## config.mk

```make
export PLATFORM = sky130hd
export DESIGN_NAME = visc_sqrt_cell
export DESIGN_NICKNAME = d
export VERILOG_FILES = /design/src/rtl/visc_sqrt_cell.sv
export SDC_FILE = /design/constraint.sdc
export NUM_CORES = 1
export LEC_CHECK = 0
export ABC_CLOCK_PERIOD_IN_PS = 4890
export BUFFER_PORTS_ARGS = -buffer_cell sky130_fd_sc_hd__buf_2
export CORE_AREA = 5 5 202 204
export CTS_CLUSTER_DIAMETER = 30
export DETAILED_ROUTE_END_ITERATION = 8
export DIE_AREA = 0 0 207 209
export GPL_ROUTABILITY_DRIVEN = 0
export PLACE_DENSITY = 0.64
export SYNTH_ARGS = -nofsm -noshare
export SYNTH_HDL_FRONTEND = slang
export SYNTH_SLANG_ARGS = --single-unit
export TNS_END_PERCENT = 30
```

## constraint.sdc

```tcl
create_clock -name clk -period 4.89 [get_ports clk]
set_input_delay 0.489 -clock clk [delete_from_list [all_inputs] [get_ports clk]]
set_output_delay 0.489 -clock clk [all_outputs]
set_load 0.03 [all_outputs]
```

## src/rtl/visc_sqrt_cell.sv

```systemverilog
// One square root cell: produces one root bit per cycle from two radicand bits.
`timescale 1ns / 1ps
module visc_sqrt_cell #(
  parameter int SIDE_W = 1
) (
  input  logic              clk,
  input  logic              rst,
  input  logic              in_valid,
  input  logic [65:0]       in_rem,
  input  logic [63:0]       in_root,
  input  logic [127:0]      in_x,
  input  logic [SIDE_W-1:0] in_side,
  output logic              out_valid,
  output logic [65:0]       out_rem,
  output logic [63:0]       out_root,
  output logic [127:0]      out_x,
  output logic [SIDE_W-1:0] out_side
);

  logic [67:0] rem2;
  logic [67:0] trial;
  logic [67:0] diff;
  logic        ge;
  logic [65:0] rem_next;

  // bring down two bits, try subtracting 4*root+1
  always_comb begin
    rem2     = {in_rem, in_x[127:126]};
    trial    = {2'b00, in_root, 2'b01};
    diff     = rem2 - trial;
    ge       = rem2 >= trial;
    rem_next = ge ? diff[65:0] : rem2[65:0];
  end

  always_ff @(posedge clk) begin
    if (rst) begin
      out_valid <= 1'b0;
    end else begin
      out_valid <= in_valid;
    end
    out_rem  <= rem_next;
    out_root <= {in_root[62:0], ge};
    out_x    <= {in_x[125:0], 2'b00};
    out_side <= in_side;
  end

endmodule

```

==> results of run 1 <==
[cells by family after synthesis]
logic type               synth area share
buffers and inverters              0.0467
XOR/XNOR                           0.0481
flip-flops                          0.498
other                            0.000362
adder cells (fa/ha/maj)            0.0796
multiplexers                       0.0713
AND/OR/NAND/NOR                     0.105
AO/OA/AOI/OAI                       0.151
[area by class of cell]
type	count	area, sq um
Antenna cell	4	10.0
Clock buffer	73	1660
Clock inverter	42	548
Fill cell	3639	21500
Inverter	78	293
Multi-Input combinational cell	658	4730
Sequential cell	258	5160
Tap cell	525	657
Timing Repair Buffer	711	4500
[cell usage in the layout (no fill, tap or decap), drive strengths merged, types with 10 or more instances in the layout]
cell         count
nand3           19
nand4           17
buf            530
nand2           69
dlygate4sd3    181
a21o            31
a31oi           10
nor3            22
a21oi           87
ha              66
inv             83
dfxtp          258
mux2            63
o21ai           47
xor2            22
clkbuf          73
o21bai          13
nor2            50
xnor2           35
clkinv          21
[per-stage QoR]
stage | total power [mW] | hold WS [ps] | instance area, sq um | setup WS (ps) | utilization
after CTS | 8.44 | 1.98 | 17600 | 442 | 0.449
final | 8.39 | 27.8 | 17600 | 570 | 0.449
after global placement | 4.04 | 591 | 13500 | 357 | 0.346
after floorplan | 3.47 | 517 | 10400 | 1290 | -
after global routing | 8.71 | 6.54 | 17600 | 348 | 0.449
after detailed placement | 4.04 | 593 | 13500 | 304 | 0.346
[timing repair]
| action | in CTS | in global routing |
|---|---|---|
| setup endpoints to repair | 0 | 0 |
| hold endpoints to repair | 181 | 0 |
| hold buffers | 181 | 0 |
[cell usage after synthesis (3+ instances only)]
master	number
nand2b_1	7
nand3_1	19
mux2i_1	3
a31o_2	4
a311oi_1	3
buf_2	5
and2_1	3
buf_8	3
a21oi_1	87
a211o_1	3
a31oi_1	9
a211oi_1	4
nor3_1	22
nor4_1	8
buf_4	5
clkbuf_1	17
dfxtp_1	258
o21ai_0	46
xnor2_1	35
o41ai_1	3
nand3b_1	3
o21a_1	7
a21o_1	31
nor2b_1	8
nand2_1	69
or4_1	4
xor2_1	22
mux2_2	37
a21boi_0	3
inv_1	78
and3_1	7
o21bai_1	13
mux2_1	26
o211ai_1	7
or3_1	3
nand4_1	16
ha_1	66
nor2_1	50
[per-layer routing]
metal | routed length (um) | global-route usage
met1 | 19500 | 0.251
met2 | 22000 | 0.340
met4 | 2560 | 0.109
met5 | 27 | 0
met3 | 3410 | 0.0631
[final timing paths]
kind	from	to	slack, ps	cells past startpoint
min	in_root[26]	out_root[27]	30	1
max	in_root[31]	out_rem[30]	570	12
[registers in the layout, indices dropped and copies added, names as in the netlist]
register,count
out_rem,66
out_root,64
out_side,1
out_valid,1
out_x,126
[critical path: cells and delay by family]
family | cells | cell delay, ps
simple gates | 3 | 1530
buf+inv | 4 | 1040
fa+ha+maj | 1 | 490
mux | 1 | 410
compound gates | 3 | 800
[power by group through the flow]
stage	sequential [mW]	clock (mW)	combinational (mW)
floorplan	2.86	0	0.608
finish	2.39	4.25	1.76
global placement	2.43	0	1.61
detailed placement	2.43	0	1.62
global route	2.41	4.43	1.87
CTS	2.39	4.30	1.75
==> flow_summary.yaml, run 1 <==
clock_tree:
  tritoncts: "done"
  htreeDepth: 2
  cts_setup_buffers: 0
  cts_root_buffer: "clkbuf_16"
  numClockSinks: 258
  clk_path_buf_depth: 3
  numCtsBuffers: 61
  clkTransAtPathRegs_ps: 50
  cts.repair.resized: 0
floorplan:
  die_w_um: 207
  start_util: 0.265
  rows: 73
  pin_count: 522
  die_h_um: 209
  dieArea_sq_um: 43300
  core_area_sq_um: 39100
power:
  seqPwrFrac: 0.285
  power.leakage_nw: 8.48
  netSwitchingPower_mw: 2.55
  ir_drop_mv: 0.361
  pwr-share-clk: 0.506
  pwr-share-comb: 0.209
  internal_power_mw: 5.85
  sw_frac_of_total: 0.303
  powerDensity_nw_per_um2: 478
placement:
  hpwl_mm: 36.6
  place.port_buffers: 519
  place_inst: 2049
critical_path:
  arrival_ps: 4800
  crit_path_end_kind: "flip-flop"
  required_ps: 5370
  critPathKind: "in2reg"
  path_max_fanout: 25
  worstSetupStartpointType: "input pin"
  max_stage_delay_ps: 600
  crit_path_cell_trace: "dlygate4sd3_1 -> buf_2 -> inv_1 -> ha_1 -> nand4_1 -> or4_1 -> or4_4 -> o211a_4 -> a31oi_4 -> a2bb2oi_4 -> buf_4 -> mux2_2"
  slowest_stage: "or4_4"
timing:
  fmax_mhz: 231
  setup_tns_ps: 0
  period_minus_slack_ps: 4320
  rsz0062_at_grt: "no"
  finalHoldViolCount: 0
  drv_slew: 0
  period_share: 0.883
  slew_headroom: 0.402
  setup_viol: 0
  worstMarginPinSlew_ps: 875
global_route:
  grt_pass1_vias: 11500
  antenna_found_initial: 6
  grt-ovfl-total: 0
  grt_max_degree: 43
  grt_usage: 0.210
  grt_pass1_wl_mm: 70.8
synthesis:
  syn_area_sq_um: 10400
  yosys_warnings: 0
  avgSynthCellArea_sq_um: 10.1
  yosys.area.top_type_share: 0.498
  ys_seq_area_frac: 0.498
  synthCells: 1026
  synth_edf_count: 0
  ys.flop_type: "dfxtp_1"
  synth.distinct_cells: 65
  async_reset_ff_frac: 0
  ys_seq_elements: 258
  synth_top_area_cell: "dfxtp_1"
  synth_area_leaders: "dfxtp_1 (50%), ha_1 (8.0%), a21oi_1 (4.2%)"
layout:
  drive_above_1_share: 0.380
  area_delta_synth_final_pct: 69.4
  final_nets: 2096
  finalNonFillerCells: 2349
routing:
  routed_via_density: 4.60
  drt_iter0_markers: 681
  drc: 0
  avgRoutedWirePerCell_um: 20.2
  vias: 10800
  ant_nets: 0
  wl_mm: 47.4
  firstDrtPassIters: 7
run:
  drv_cap: 0
status:
  status: "complete, no violations"
worst_hold_path:
  hold_class: "in2reg"
No activity file was read; power rests on OpenSTA's default activity.
==> inputs of run 2 (changes only) <==
--- a/config.mk
+++ b/config.mk
@@ -5,14 +5,13 @@
 export SDC_FILE = /design/constraint.sdc
 export NUM_CORES = 1
 export LEC_CHECK = 0
-export ABC_CLOCK_PERIOD_IN_PS = 4890
 export BUFFER_PORTS_ARGS = -buffer_cell sky130_fd_sc_hd__buf_2
 export CORE_AREA = 5 5 202 204
 export CTS_CLUSTER_DIAMETER = 30
 export DETAILED_ROUTE_END_ITERATION = 8
 export DIE_AREA = 0 0 207 209
 export GPL_ROUTABILITY_DRIVEN = 0
-export PLACE_DENSITY = 0.64
+export HOLD_SLACK_MARGIN = 0.03
 export SYNTH_ARGS = -nofsm -noshare
 export SYNTH_HDL_FRONTEND = slang
 export SYNTH_SLANG_ARGS = --single-unit
==> flow_summary.yaml, run 2 (synthesized netlist as in run 1, its figures left out) <==
critical_path:
  crit_path_end_kind: "flip-flop"
  path_max_fanout: 58
  required_ps: 5360
  critPathKind: "in2reg"
  arrival_ps: 4890
  worstSetupStartpointType: "input pin"
routing:
  wl_mm: 49.0
  drt_iter0_markers: 842
  firstDrtPassIters: 6
  routed_via_density: 4.68
  ant_nets: 0
  drc: 0
  avgRoutedWirePerCell_um: 20.9
  vias: 11000
timing:
  worstMarginPinSlew_ps: 1070
  finalHoldViolCount: 0
  drv_slew: 0
  setup_viol: 0
  fmax_mhz: 226
  rsz0062_at_grt: "no"
  period_minus_slack_ps: 4420
  period_share: 0.904
  setup_tns_ps: 0
  slew_headroom: 0.285
layout:
  reg_top3: "out_x (126), out_rem (66), out_root (64)"
  mostFrequentLayoutCells: "buf_2 (519), dfxtp_1 (258), dlygate4sd3_1 (186)"
  fillers: 3701
  drive_above_1_share: 0.378
  final_common_cell: "buf_2"
  largest-register: "out_x"
  final_nets: 2098
  largest_reg_flops: 126
  area_delta_synth_final_pct: 68.4
clock_tree:
  cts_root_buffer: "clkbuf_16"
  tritoncts: "done"
  cts.repair.resized: 0
  numClockSinks: 258
  clk_path_buf_depth: 3
  numCtsBuffers: 60
  clkTransAtPathRegs_ps: 50
  htreeDepth: 2
global_route:
  grt-ovfl-total: 0
  antenna_found_initial: 3
  grt_pass1_wl_mm: 72.6
  grt_usage: 0.215
  top_usage_layer: "met2"
  grtUsageMet2: 0.363
  met1_usage: 0.264
  met3_usage: 0.0545
  grt_max_degree: 59
  grt_pass1_vias: 11500
worst_hold_path:
  hold_class: "in2reg"
  min_from: "in_root[26]"
  whs_path_depth: 1
  holdPathEnd: "out_root[27]"
floorplan:
  die_h_um: 209
  rows: 73
  core_area_sq_um: 39100
  start_util: 0.265
  pin_count: 522
  dieArea_sq_um: 43300
  die_w_um: 207
power:
  power.leakage_nw: 8.46
  ir_drop_mv: 0.259
  total_power_mw: 8.19
  powerDensity_nw_per_um2: 469
run:
  drv_cap: 0
placement:
  place.port_buffers: 519
  hpwl_mm: 37.4
status:
  status: "complete, no violations"
==> run 2: cell count changes in the layout (fill, tap and decap cells not counted), moves of 3 or more <==
cell and delta:
clkinv_4 -6, inv_6 +6, clkinvlp_4 -3, bufinv_16 -3, clkinv_2 +7, dlygate4sd3_1 +5
==> run 2: what timing repair did <==
action / CTS / global route
hold buffers: 186 / 0
endpoints found under the setup margin: 0 / 0
setup buffers: 0 / 0
endpoints found under the hold margin: 186 / 0
==> run 2: stage by stage <==
| stage | instance area [sq um] | worst slack [ps] | hold WS, ps | instances | utilization |
|---|---|---|---|---|---|
| 6_report | 17500 | 468 | 62.5 | 2348 | 0.447 |
| 5_1_grt | 17500 | 372 | 39.5 | 2347 | 0.447 |
| 4_1_cts | 17500 | 664 | 31.8 | 2346 | 0.447 |
| 3_5_place_dp | 13500 | 577 | 593 | 2047 | 0.346 |
| 3_3_place_gp | 13500 | 607 | 592 | 2047 | 0.346 |
| 2_1_floorplan | 10400 | 1290 | 517 | 1027 | - |
==> run 2: worst max-delay path by stage <==
stage	start	to	slack (ps)	depth (start not counted)
after detailed placement	in_root[0]	out_rem[24]	580	14
after floorplan	in_root[38]	out_rem[59]	1290	12
after CTS	in_root[0]	out_rem[29]	660	15
after global placement	in_root[0]	out_rem[26]	610	14
final	in_root[0]	out_rem[24]	470	15
after global routing	in_root[0]	out_rem[13]	370	15
==> run 2: final cells by class <==
cell class                 instances  area (sq um)  share of cell area
sequential                       258          5160               0.296
multi-input combinational        658          4730               0.271
timing repair buffer             714          4540               0.260
clock buffer                      69          1620              0.0926
tap                              525           657              0.0376
clock inverter                    44           462              0.0264
inverter                          78           293              0.0168
antenna                            2          5.00            0.000287
==> run 2: worst max-delay path, stage by stage <==
cell           delay (ps)
dlygate4sd3_1         520
buf_2                 120
inv_1                  50
ha_1                  360
nand2b_1              100
a211o_1               300
nand2_1               130
nand2_1                80
o21ai_0               660
a211oi_1              430
o211a_4               410
a31oi_4               250
a2bb2oi_4             200
buf_12                330
mux2_2                390
==> run 2: routing by layer <==
layer | wire [um] | vias up
met2 | 23600 | 566
met3 | 3880 | 82
met5 | 11 | -
met4 | 1610 | 2
met1 | 19800 | 5235
li1 | - | 5109
==> run 2: power breakdown <==
group	leakage (nW)	internal, mW	total, mW	switching [mW]
combinational	5.26	0.652	1.76	1.11
sequential	2.18	2.33	2.39	0.0646
clock	1.02	2.66	4.04	1.37
